--- config.mk ---
export PLATFORM = sky130hd
export DESIGN_NAME = mos6502_register_alu_execute_core
export DESIGN_NICKNAME = d
export VERILOG_FILES = /design/src/rex_pkg.sv /design/src/rex_front.sv /design/src/rex_back.sv /design/src/mos6502_register_alu_execute_core.sv
export SDC_FILE = /design/constraint.sdc
export NUM_CORES = 1
export LEC_CHECK = 0
export ABC_AREA = 1
export CORE_MARGIN = 3
export CORE_UTILIZATION = 39
export DETAILED_ROUTE_END_ITERATION = 8
export DONT_BUFFER_PORTS = 1
export PLACE_DENSITY_LB_ADDON = 0.3
export SLEW_MARGIN = 20
export SYNTH_ARGS = -nofsm -noshare
export SYNTH_HDL_FRONTEND = slang
export SYNTH_SLANG_ARGS = --single-unit
--- constraint.sdc ---
create_clock -name clk -period 3.44 [get_ports clk]
set_input_delay 0.688 -clock clk [delete_from_list [all_inputs] [get_ports clk]]
set_output_delay 0.688 -clock clk [all_outputs]
set_load 0.05 [all_outputs]
--- src/rex_pkg.sv ---
// ----------------------------------------------------------------------------
// rex_pkg
// operation codes, flag positions and shared types of the execute core
// ----------------------------------------------------------------------------
`default_nettype none
package rex_pkg;

	typedef enum logic [5:0] {
		OP_ORA = 6'd0,  OP_AND = 6'd1,  OP_EOR = 6'd2,  OP_ADC = 6'd3,
		OP_SBC = 6'd4,  OP_STA = 6'd5,  OP_STX = 6'd6,  OP_STY = 6'd7,
		OP_LDA = 6'd8,  OP_LDX = 6'd9,  OP_LDY = 6'd10, OP_INC = 6'd11,
		OP_INX = 6'd12, OP_INY = 6'd13, OP_DEC = 6'd14, OP_DEX = 6'd15,
		OP_DEY = 6'd16, OP_CMP = 6'd17, OP_CPX = 6'd18, OP_CPY = 6'd19,
		OP_BIT = 6'd20, OP_ASL = 6'd21, OP_LSR = 6'd22, OP_ROL = 6'd23,
		OP_ROR = 6'd24, OP_TAX = 6'd25, OP_TAY = 6'd26, OP_TXA = 6'd27,
		OP_TYA = 6'd28, OP_TSX = 6'd29, OP_TXS = 6'd30, OP_PHA = 6'd31,
		OP_PHP = 6'd32, OP_PLA = 6'd33, OP_PLP = 6'd34, OP_CLC = 6'd35,
		OP_CLD = 6'd36, OP_CLI = 6'd37, OP_CLV = 6'd38, OP_SEC = 6'd39,
		OP_SED = 6'd40, OP_SEI = 6'd41, OP_NOP = 6'd42, OP_BRK = 6'd43,
		OP_JMP = 6'd44, OP_BCC = 6'd45, OP_BCS = 6'd46, OP_BEQ = 6'd47,
		OP_BNE = 6'd48, OP_BMI = 6'd49, OP_BPL = 6'd50, OP_BVS = 6'd51,
		OP_BVC = 6'd52, OP_JSR = 6'd53, OP_RTS = 6'd54, OP_RTI = 6'd55
	} op_t;

	localparam int unsigned FN = 7;
	localparam int unsigned FV = 6;
	localparam int unsigned FU = 5;
	localparam int unsigned FB = 4;
	localparam int unsigned FD = 3;
	localparam int unsigned FI = 2;
	localparam int unsigned FZ = 1;
	localparam int unsigned FC = 0;

	localparam logic [7:0] SP_RESET    = 8'hFD;
	localparam logic [7:0] FLAGS_RESET = 8'h04;
	localparam logic [7:0] PULL_MASK   = 8'hCF;
	localparam logic [7:0] PUSH_BITS   = 8'h30;

	// decoded item handed from front to back
	typedef struct packed {
		op_t        op;
		logic [7:0] operand;
		logic       on_acc;
	} dec_item_t;

	typedef struct packed {
		logic [7:0] write_data;
		logic       write_enable;
		logic       branch_taken;
		logic [7:0] acc;
		logic [7:0] x;
		logic [7:0] y;
		logic [7:0] sp;
		logic [7:0] status;
		logic       decimal_fault;
	} res_item_t;

endpackage
`default_nettype wire

--- src/rex_front.sv ---
// ----------------------------------------------------------------------------
// rex_front
// two-entry queue of decoded items
// ----------------------------------------------------------------------------
`default_nettype none
module rex_front import rex_pkg::*; (
	input  wire logic       clk,
	input  wire logic       arst_n,
	input  wire logic       push,
	output logic            full,
	input  wire logic [5:0] opcode,
	input  wire logic [7:0] operand,
	input  wire logic       on_accumulator,
	output logic            dq_valid,
	output dec_item_t       dq_item,
	input  wire logic       dq_take
);

	dec_item_t  mem_q [2];
	logic       wp_q, rp_q;
	logic [1:0] cnt_q;
	logic       wr, rd;
	dec_item_t  d;

	always_comb begin
		d.op      = op_t'(opcode);
		d.operand = operand;
		d.on_acc  = on_accumulator;
		// unused codes behave as nop
		if (opcode > OP_RTI) begin
			d.op = OP_NOP;
		end
	end

	assign full     = (cnt_q == 2'd2);
	assign dq_valid = (cnt_q != 2'd0);
	assign dq_item  = mem_q[rp_q];
	assign wr       = push && !full;
	assign rd       = dq_take && dq_valid;

	always_ff @(posedge clk) begin
		if (wr) begin
			mem_q[wp_q] <= d;
		end
	end

	always_ff @(posedge clk or negedge arst_n) begin
		if (!arst_n) begin
			wp_q  <= 1'b0;
			rp_q  <= 1'b0;
			cnt_q <= 2'd0;
		end else begin
			if (wr) wp_q <= ~wp_q;
			if (rd) rp_q <= ~rp_q;
			cnt_q <= cnt_q + {1'b0, wr} - {1'b0, rd};
		end
	end

endmodule
`default_nettype wire

--- src/rex_back.sv ---
// ----------------------------------------------------------------------------
// rex_back
// register file, alu and flag update, two-entry result queue
// ----------------------------------------------------------------------------
`default_nettype none
module rex_back import rex_pkg::*; (
	input  wire logic       clk,
	input  wire logic       arst_n,
	input  wire logic       dq_valid,
	input  dec_item_t       dq_item,
	output logic            dq_take,
	output logic            empty,
	input  wire logic       pop,
	output res_item_t       res
);

	logic [7:0] a_q, x_q, y_q, sp_q, f_q;
	logic [7:0] a_n, x_n, y_n, sp_n, f_n;
	logic [7:0] wd, src, sres, m, cmpr;
	logic       we, tk, flt, shf, cin;
	logic [8:0] sum, diff;
	res_item_t  rq_q [2];
	logic       wp_q, rp_q;
	logic [1:0] cnt_q;
	logic       rd;

	assign dq_take = dq_valid && (cnt_q != 2'd2);
	assign empty   = (cnt_q == 2'd0);
	assign res     = rq_q[rp_q];
	assign rd      = pop && !empty;

	always_comb begin
		m    = dq_item.operand;
		a_n  = a_q; x_n = x_q; y_n = y_q; sp_n = sp_q; f_n = f_q;
		wd   = 8'd0; we = 1'b0; tk = 1'b0; flt = 1'b0; shf = 1'b0;
		sres = 8'd0;
		cin  = f_q[FC];
		src  = dq_item.on_acc ? a_q : m;
		sum  = {1'b0, a_q} + {1'b0, (dq_item.op == OP_ADC) ? m : ~m} + {8'd0, cin};
		cmpr = (dq_item.op == OP_CMP) ? a_q : ((dq_item.op == OP_CPX) ? x_q : y_q);
		diff = {1'b0, cmpr} - {1'b0, m};
		case (dq_item.op)
			OP_ORA: a_n = a_q | m;
			OP_AND: a_n = a_q & m;
			OP_EOR: a_n = a_q ^ m;
			OP_ADC, OP_SBC: begin
				if (f_q[FD]) begin
					flt = 1'b1;
				end else begin
					a_n = sum[7:0];
					f_n[FC] = sum[8];
					f_n[FV] = ~(a_q[7] ^ m[7] ^ (dq_item.op == OP_SBC)) & (a_q[7] ^ sum[7]);
				end
			end
			OP_STA: begin wd = a_q; we = 1'b1; end
			OP_STX: begin wd = x_q; we = 1'b1; end
			OP_STY: begin wd = y_q; we = 1'b1; end
			OP_LDA: a_n = m;
			OP_PLA: begin a_n = m; sp_n = sp_q + 8'd1; end
			OP_LDX: x_n = m;
			OP_LDY: y_n = m;
			OP_INC: begin wd = m + 8'd1; we = 1'b1; end
			OP_INX: x_n = x_q + 8'd1;
			OP_INY: y_n = y_q + 8'd1;
			OP_DEC: begin wd = m - 8'd1; we = 1'b1; end
			OP_DEX: x_n = x_q - 8'd1;
			OP_DEY: y_n = y_q - 8'd1;
			OP_CMP, OP_CPX, OP_CPY: f_n[FC] = ~diff[8];
			OP_BIT: begin
				f_n[FN] = m[7]; f_n[FV] = m[6]; f_n[FZ] = ((m & a_q) == 8'd0);
			end
			OP_ASL: begin shf = 1'b1; f_n[FC] = src[7]; sres = {src[6:0], 1'b0}; end
			OP_LSR: begin shf = 1'b1; f_n[FC] = src[0]; sres = {1'b0, src[7:1]}; end
			OP_ROL: begin shf = 1'b1; f_n[FC] = src[7]; sres = {src[6:0], cin}; end
			OP_ROR: begin shf = 1'b1; f_n[FC] = src[0]; sres = {cin, src[7:1]}; end
			OP_TAX: x_n = a_q;
			OP_TAY: y_n = a_q;
			OP_TXA: a_n = x_q;
			OP_TYA: a_n = y_q;
			OP_TSX: x_n = sp_q;
			OP_TXS: sp_n = x_q;
			OP_PHA: begin wd = a_q; we = 1'b1; sp_n = sp_q - 8'd1; end
			OP_PHP: begin wd = f_q | PUSH_BITS; we = 1'b1; sp_n = sp_q - 8'd1; end
			OP_PLP: begin f_n = m & PULL_MASK; sp_n = sp_q + 8'd1; end
			OP_CLC: f_n[FC] = 1'b0;
			OP_CLD: f_n[FD] = 1'b0;
			OP_CLI: f_n[FI] = 1'b0;
			OP_CLV: f_n[FV] = 1'b0;
			OP_SEC: f_n[FC] = 1'b1;
			OP_SED: f_n[FD] = 1'b1;
			OP_SEI: f_n[FI] = 1'b1;
			OP_BRK: begin
				wd = f_q | PUSH_BITS; we = 1'b1; sp_n = sp_q - 8'd3;
				f_n[FI] = 1'b1; tk = 1'b1;
			end
			OP_JMP: tk = 1'b1;
			OP_BCC: tk = ~f_q[FC];
			OP_BCS: tk = f_q[FC];
			OP_BEQ: tk = f_q[FZ];
			OP_BNE: tk = ~f_q[FZ];
			OP_BMI: tk = f_q[FN];
			OP_BPL: tk = ~f_q[FN];
			OP_BVS: tk = f_q[FV];
			OP_BVC: tk = ~f_q[FV];
			OP_JSR: begin sp_n = sp_q - 8'd2; tk = 1'b1; end
			OP_RTS: begin sp_n = sp_q + 8'd2; tk = 1'b1; end
			OP_RTI: begin f_n = m & PULL_MASK; sp_n = sp_q + 8'd3; tk = 1'b1; end
			default: ;
		endcase
		// n and z from the value produced
		case (dq_item.op)
			OP_ORA, OP_AND, OP_EOR, OP_LDA, OP_PLA, OP_TXA, OP_TYA: begin
				f_n[FN] = a_n[7]; f_n[FZ] = (a_n == 8'd0);
			end
			OP_ADC, OP_SBC: begin
				if (!f_q[FD]) begin
					f_n[FN] = a_n[7]; f_n[FZ] = (a_n == 8'd0);
				end
			end
			OP_LDX, OP_INX, OP_DEX, OP_TAX, OP_TSX: begin
				f_n[FN] = x_n[7]; f_n[FZ] = (x_n == 8'd0);
			end
			OP_LDY, OP_INY, OP_DEY, OP_TAY: begin
				f_n[FN] = y_n[7]; f_n[FZ] = (y_n == 8'd0);
			end
			OP_INC, OP_DEC: begin
				f_n[FN] = wd[7]; f_n[FZ] = (wd == 8'd0);
			end
			OP_CMP, OP_CPX, OP_CPY: begin
				f_n[FN] = diff[7]; f_n[FZ] = (diff[7:0] == 8'd0);
			end
			default: ;
		endcase
		if (shf) begin
			f_n[FN] = sres[7];
			f_n[FZ] = (sres == 8'd0);
			if (dq_item.on_acc) begin
				a_n = sres;
			end else begin
				wd = sres; we = 1'b1;
			end
		end
	end

	always_ff @(posedge clk or negedge arst_n) begin
		if (!arst_n) begin
			a_q  <= 8'd0;
			x_q  <= 8'd0;
			y_q  <= 8'd0;
			sp_q <= SP_RESET;
			f_q  <= FLAGS_RESET;
		end else if (dq_take) begin
			a_q  <= a_n;
			x_q  <= x_n;
			y_q  <= y_n;
			sp_q <= sp_n;
			f_q  <= f_n;
		end
	end

	always_ff @(posedge clk) begin
		if (dq_take) begin
			rq_q[wp_q] <= '{write_data: wd, write_enable: we, branch_taken: tk,
				acc: a_n, x: x_n, y: y_n, sp: sp_n, status: f_n, decimal_fault: flt};
		end
	end

	always_ff @(posedge clk or negedge arst_n) begin
		if (!arst_n) begin
			wp_q  <= 1'b0;
			rp_q  <= 1'b0;
			cnt_q <= 2'd0;
		end else begin
			if (dq_take) wp_q <= ~wp_q;
			if (rd) rp_q <= ~rp_q;
			cnt_q <= cnt_q + {1'b0, dq_take} - {1'b0, rd};
		end
	end

endmodule
`default_nettype wire

--- src/mos6502_register_alu_execute_core.sv ---
// ----------------------------------------------------------------------------
// mos6502_register_alu_execute_core
// register and alu execute core with queue interfaces on both sides
// ----------------------------------------------------------------------------
// path: each item is registered in the decode queue, then in the result queue
// throughput: one item per cycle when not stalled by a full result queue
// a two-entry decode queue and a two-entry result queue absorb stalls
// reset: a, x, y cleared, stack pointer 0xfd, only i set, both queues empty
`default_nettype none
module mos6502_register_alu_execute_core import rex_pkg::*; (
	input  wire logic       clk,
	input  wire logic       arst_n,
	input  wire logic       push,
	output logic            full,
	input  wire logic [5:0] opcode,
	input  wire logic [7:0] operand,
	input  wire logic       on_accumulator,
	output logic            empty,
	input  wire logic       pop,
	output logic [7:0]      write_data,
	output logic            write_enable,
	output logic            branch_taken,
	output logic [7:0]      acc_out,
	output logic [7:0]      x_out,
	output logic [7:0]      y_out,
	output logic [7:0]      sp_out,
	output logic [7:0]      status_out,
	output logic            decimal_fault
);

	logic      dq_valid, dq_take;
	dec_item_t dq_item;
	res_item_t res;

	rex_front u_front (
		.clk, .arst_n, .push, .full, .opcode, .operand, .on_accumulator,
		.dq_valid, .dq_item, .dq_take
	);

	rex_back u_back (
		.clk, .arst_n, .dq_valid, .dq_item, .dq_take, .empty, .pop, .res
	);

	assign write_data    = res.write_data;
	assign write_enable  = res.write_enable;
	assign branch_taken  = res.branch_taken;
	assign acc_out       = res.acc;
	assign x_out         = res.x;
	assign y_out         = res.y;
	assign sp_out        = res.sp;
	assign status_out    = res.status;
	assign decimal_fault = res.decimal_fault;

endmodule
`default_nettype wire

Yosys cells after proc, flatten, opt, wreduce, memory -nomap -nowiden:

Memories as Yosys holds them, arrays and structs flattened.
Cells that the tools add are included.

* flip-flop bits (word level): 48
* RAM bits: 132
* input bits: 19
* output and inout bits: 53
* logic and storage cells: 184
* memories kept: 2

* add/subtract/negate cells: 19
* magnitude comparators: 1
* equality and inequality tests: 56
* multiplexer cells: 42
* bitwise operators: 18
* reductions and logical operators: 35

Memories
* u_back.rq_q: words 2, width 51, read ports 1, clocked after Yosys merged registers in 0, write ports 1, RTL line rex_back.sv:22 `res_item_t rq_q [2];`
* u_front.mem_q: words 2, width 15, read ports 1, clocked after Yosys merged registers in 0, write ports 1, RTL line rex_front.sv:19 `dec_item_t mem_q [2];`

Operator list (number)
* $eq 6x6->1 const B: 23
* $pmux 8 s7: 2
* $eq 6x5->1 const B: 16
* $mux 8: 9
* $pmux 8 s4: 2
* $logic_not 8->1: 7
* $eq 6x4->1 const B: 8
* $pmux 8 s6: 1
* $pmux 8 s5: 1
* $add 8x1->8 const B: 4
* $sub 8x1->8 const B: 4
* $eq 6x3->1 const B: 4
* $reduce_or 2->1: 11
* $mux 1: 17
* $add 8x2->8 const B: 2
* $sub 8x2->8 const B: 2
* $eq 6x2->1 const B: 2
* $pmux 1 s6: 2
* $not 1->1: 10
* $reduce_or 5->1: 2
* $add 8x8->9: 1
* $add 9x1->9: 1
* $pmux 1 s3: 3
* $pmux 1 s9: 1
* other kinds (26): 36

Depth between registers and ports, before layout:

An unclocked memory read counts as a cell.

* depth after elaboration: 11
* depth in mapped cells: 29
* mapped depth without buffers: 29

Modules after synthesis:

Synthesis repeated with hierarchy kept, for this count alone.

* cell total of the unflattened synthesis: 1561
* area, all modules: 12170.4 um^2

By module, submodules not included
* rex_back: instances 1, cells each 1440, area each 10767.8 um^2, seq. area each 4174.0 um^2
* rex_front: instances 1, cells each 121, area each 1402.6 um^2, seq. area each 1001.0 um^2

Least setup slack after synthesis:

No wires, ideal clock.

* path kind: register to register
* from: register u_front.rp_q
* to: memory u_back.rq_q[0][2] (netlist bit) (data pin)
* library setup time: 257 ps
* data arrival time: 3288 ps
* required time: 3183 ps
* setup slack: -106 ps
* cell stages (with the launch flop): 26
* buffers on the path: 1
* clock period less this slack: 3546 ps
* path through: dfrtp_1 -> inv_2 -> buf_6 -> nand2_2 -> nand2_2 -> nor2_2 -> nand2_1 -> nor2_1 -> inv_1 -> o21ai_0 -> o21ai_0 -> inv_1 -> ha_1 -> inv_1 -> fa_1 -> nand3_1 -> nand2_1 -> a21oi_1 -> o21bai_1 -> xor2_1 -> nand4_1 -> nand2_1 -> nor2_1 -> nand3_1 -> nand2_1 -> nand2_2

* longest elaborated chain between the ends: 11
* elaborated cells between the ends (all ways): 79
* classes of those cells: add/sub: 5; eq/ne: 35; mux: 15; bitwise: 4; reduce/logical: 19; memory: 1

Ends and longest elaborated chain
* from (decl): RTL line rex_front.sv:20 `logic wp_q, rp_q;`
* from (signal assigned): RTL line rex_front.sv:54 `if (rd) rp_q <= ~rp_q;`
* $mem_v2 2x15 *
* $eq 6x2->1 or $not 8->8 (tied branches): RTL line rex_back.sv:39, rex_back.sv:42, rex_back.sv:111
* $mux 8: RTL line rex_back.sv:39 `sum = {1'b0, a_q} + {1'b0, (dq_item.op == OP_ADC) ? m : ~m} + {8'd0, cin};`
* $add 8x8->9: RTL line rex_back.sv:39
* $add 9x1->9: RTL line rex_back.sv:39
* $mux 8: RTL line rex_back.sv:47 `if (f_q[FD]) begin`
* $pmux 8 s7: RTL line rex_back.sv:42 `case (dq_item.op)`
* $logic_not 8->1: RTL line rex_back.sv:113, rex_back.sv:117
* $mux 1: RTL line rex_back.sv:116 `if (!f_q[FD]) begin`
* $pmux 1 s6: RTL line rex_back.sv:111 `case (dq_item.op)`
* $mux 1 *: RTL line rex_back.sv:134 `if (shf) begin`
* net u_back.f_n[1]: RTL line rex_back.sv:18 `logic [7:0] a_n, x_n, y_n, sp_n, f_n;`
* to (decl): RTL line rex_back.sv:22

The timed path passes the listed nets; every way through them passes the cells marked *.

Worst setup path after layout:

* from: register u_front.rp_q
* to: register u_back.f_q[1]

* longest elaborated chain between the ends: 11
* elaborated cells between the ends (all ways): 79
* classes of those cells: add/sub: 5; eq/ne: 35; mux: 15; bitwise: 4; reduce/logical: 19; memory: 1

Ends and longest elaborated chain
* $mem_v2 2x15 *
* $eq 6x2->1 or $not 8->8 (tied branches): RTL line rex_back.sv:39, rex_back.sv:42, rex_back.sv:111
* $mux 8: RTL line rex_back.sv:39
* $add 8x8->9: RTL line rex_back.sv:39
* $add 9x1->9: RTL line rex_back.sv:39
* $mux 8: RTL line rex_back.sv:47
* $pmux 8 s7: RTL line rex_back.sv:42
* $logic_not 8->1: RTL line rex_back.sv:113, rex_back.sv:117
* $mux 1: RTL line rex_back.sv:116
* $pmux 1 s6: RTL line rex_back.sv:111
* $mux 1 *: RTL line rex_back.sv:134
* net u_back.f_n[1]: RTL line rex_back.sv:18
* to (signal assigned): RTL line rex_back.sv:157 `f_q <= f_n;`
* to (decl): RTL line rex_back.sv:17 `logic [7:0] a_q, x_q, y_q, sp_q, f_q;`

Marks and branches as above.
A chain may end at the register's enable or synchronous reset.

==> flow_summary.toml <==
[run_status]
status = "complete, but fails checks"
violations = "setup timing"

[sta]
fin_skew_ns = 0.0206
hold_viol = 0
drv_slew = 0
worst_pin_slew_ns = 0.925
final.min_clock_period_ns = 3.64
setup_viol = 15
rsz0062_at_grt = "true"
post-route-period-util = 1.06
worst_slack_ns = -0.203
max-slew-margin-rel = 0.381
max_freq_mhz = 274

[logic_synthesis]
async_reset_ff_frac = 0.267
syn_avg_cell_area_um2 = 7.92
synth-edff-count = 132
syn-instance-count = 1542
netlist_area_um2 = 12200
synth.top_cell.area_share = 0.324
ys_top_cells_by_count = "nand2_1 (472), inv_1 (163), nor2_1 (143), edfxtp_1 (132), o21ai_0 (82)"
syn-num-nets = 1633
yosysTopAreaCell = "edfxtp_1"
synth_warnings = 0
ys_seq_area_frac = 0.424
synth_top_flop_cell = "edfxtp_1"
ys_ff_latch = 180
ys_types = 56
synth_most_common_cell = "nand2_1"
synth_area_leaders = "edfxtp_1 (32%), nand2_1 (15%), dfrtp_1 (8.2%)"

[finish]
seqCellArea_um2 = 5180
fin_area_um2 = 15800
multi_input_area_um2 = 6630
fin_util = 0.514
nNetsFinal = 1895
diodes = 0
fill_cells = 2873
syn2layout_area_growth_pct = 29.3
layout-drive-gt1-share = 0.285

[global_routing]
grt_overflow_total = 0
grt_pass1_wl_um = 66500
met2_usage = 0.389
grt_most_used_layer = "met2"
grt_max_degree = 66
grt_usage = 0.264
first_global_vias = 10893
use_met3 = 0.0520
antenna_found_initial = 0
grt_util_met1 = 0.380

[power]
p_total_w = 0.0182
p_leak_nw = 7.40
power_density_nw_per_um2 = 1150
ir_drop_mv = 0.466

[worst_setup_path]
worstPathRequired_ns = 3.82
arrival_ns = 4.03
start_kind = "flop"
path_max_fanout = 6
worstRegToRegCells = 27
critical_path.endpoint_type = "flop"
r2r_end = "u_back.f_q[1]"
crit-reg2reg-launch = "u_front.rp_q"
r2r_slack_ns = -0.20
crit_type = "reg -> reg"

[clocking]
cts-buffers-inserted = 17
cts_tree = "yes"
cts-root-buf = "clkbuf_16"
clock_latency_ns = 0.46
clockBufferDepth = 2
ctsHtreeMaxLevel = 4
cts.sinks = 180
clk_pin_slew_ns = 0.09

[routing]
vias = 11793
drc = 0
drt-wirelength-per-cell_um = 20.3
drtAntennaViolNets = 0
first_pass_iters = 5
drtIter0Drc = 1321
routed_wl_um = 45000
via_per_inst = 5.33

[die]
core_area_um2 = 30700
num_rows = 64
initial_utilization = 0.397
fp.dieH_um = 183
die_area_um2 = 33500
ios = 72
fp.dieW_um = 183

[placed_design]
portBuffers = 0
placement.cell_area_um2 = 14400
gp_congestion = 1.04
dp_hpwl_um = 34200

[flow_run]
max-cap-violations = 0

[worst_hold_path]
hold_class = "in -> async"
[through the flow]
stage	hold slack, ns	TNS, ns	worst slack (ns)	cells
global placement	0.397	-1.18	-0.155	2141
detailed placement	0.396	-2.40	-0.218	2141
finish	0.0681	-1.42	-0.203	2213
floorplan	0.392	0	0.0227	1542
CTS	0.0581	-0.117	-0.0384	2187
global route	0.0573	-5.75	-0.448	2213
[routing by layer]
layer	routed length [µm]	share of wire
met1	19800	0.44
met2	19400	0.43
met3	3910	0.087
met4	1890	0.042
met5	0	0
[flip-flops by register name, summed over array words and instances (netlist names), 2 cells and up]
name	count
u_back.x_q	8
u_back.rq_q	102
u_back.a_q	8
u_front.cnt_q	2
u_back.sp_q	8
u_back.f_q	8
u_back.cnt_q	2
u_back.y_q	8
u_front.mem_q	30
[where the power goes]
| group | internal (W) | switching [W] |
|---|---|---|
| registers | 0.00367 | 0.000452 |
| logic | 0.00416 | 0.00783 |
| clock network | 0.00104 | 0.000999 |
[cells in the final DEF, fill, tap and decap left out, types with 5 or more instances in the layout]
cell	count
nor2_2	26
nor2_4	15
xor2_1	24
a21oi_2	14
buf_6	12
nor2_1	125
nand4_1	17
nand2_4	14
buf_4	261
o22ai_1	21
a21oi_1	51
xnor2_1	8
nand2_2	43
inv_2	27
nand2_1	452
ha_1	60
o21ai_0	73
dfrtp_1	38
o211ai_1	13
clkinvlp_4	7
o21ai_2	8
a31oi_1	6
edfxtp_1	132
o21ai_1	16
inv_1	150
or2_2	12
nor3_1	5
clkbuf_16	17
o21bai_1	5
dfstp_2	8
o2111ai_1	5
nand3_1	65
[final cells by class]
cell class,count,share of cell area
Tap cell,396,0.0314
Timing Repair Buffer,277,0.138
Sequential cell,180,0.328
Inverter,185,0.0448
Clock buffer,18,0.0272
Clock inverter,14,0.0104
Timing Repair inverter,2,0.000951
Multi-Input combinational cell,1141,0.420
[cells by family (layout without fill, tap and decap cells)]
group / count (synthesis) / after routing / synth area share
compound gates: 241 / 241 / 0.116
xor+xnor: 34 / 34 / 0.0244
fa+ha+maj: 72 / 72 / 0.0787
buf+inv: 221 / 496 / 0.0721
flops: 180 / 180 / 0.424
simple gates: 794 / 794 / 0.285
[worst max path at each step]
stage	slack [ns]	from	to	cells after the start
after floorplan	0.02	u_front.rp_q	u_back.rq_q[0][2]	25
after global placement	-0.15	u_front.rp_q	u_back.rq_q[0][2]	24
after detailed placement	-0.22	u_front.rp_q	u_back.rq_q[1][16]	28
after CTS	-0.04	u_front.rp_q	u_back.rq_q[1][16]	28
after global routing	-0.45	u_front.rp_q	u_back.f_q[1]	27
final	-0.20	u_front.rp_q	u_back.f_q[1]	27
[worst max-delay path, cell delays in order, from the launching register on]
cell and delay [ns]:
dfrtp_2 0.44, buf_4 0.14, clkinvlp_4 0.13, nand2_2 0.10
nand2_2 0.08, nor2_4 0.12, nand2_2 0.09, nor2_4 0.15
inv_2 0.08, buf_4 0.13, nor2_1 0.13, o22ai_2 0.14
ha_1 0.31, nand3_1 0.08, nand2_1 0.09, buf_4 0.15
a21oi_1 0.13, nor2_1 0.06, nor2_1 0.13, xor2_1 0.19
nand4_1 0.20, nand2_1 0.11, nor2_1 0.05, nand3_1 0.06
nand2_1 0.06, nand2_2 0.08, nand2_1 0.05, nand2_1 0.09
[timing repair]
item	CTS	global route
buffers inserted	12	27
hold buffers	1	0
pin swaps	22	50
resized for setup	59	77
endpoints found under the hold margin	40	0
gates cloned	1	1
endpoints found under the setup margin	23	42
Note: power is estimated with default switching activity, not from simulation.
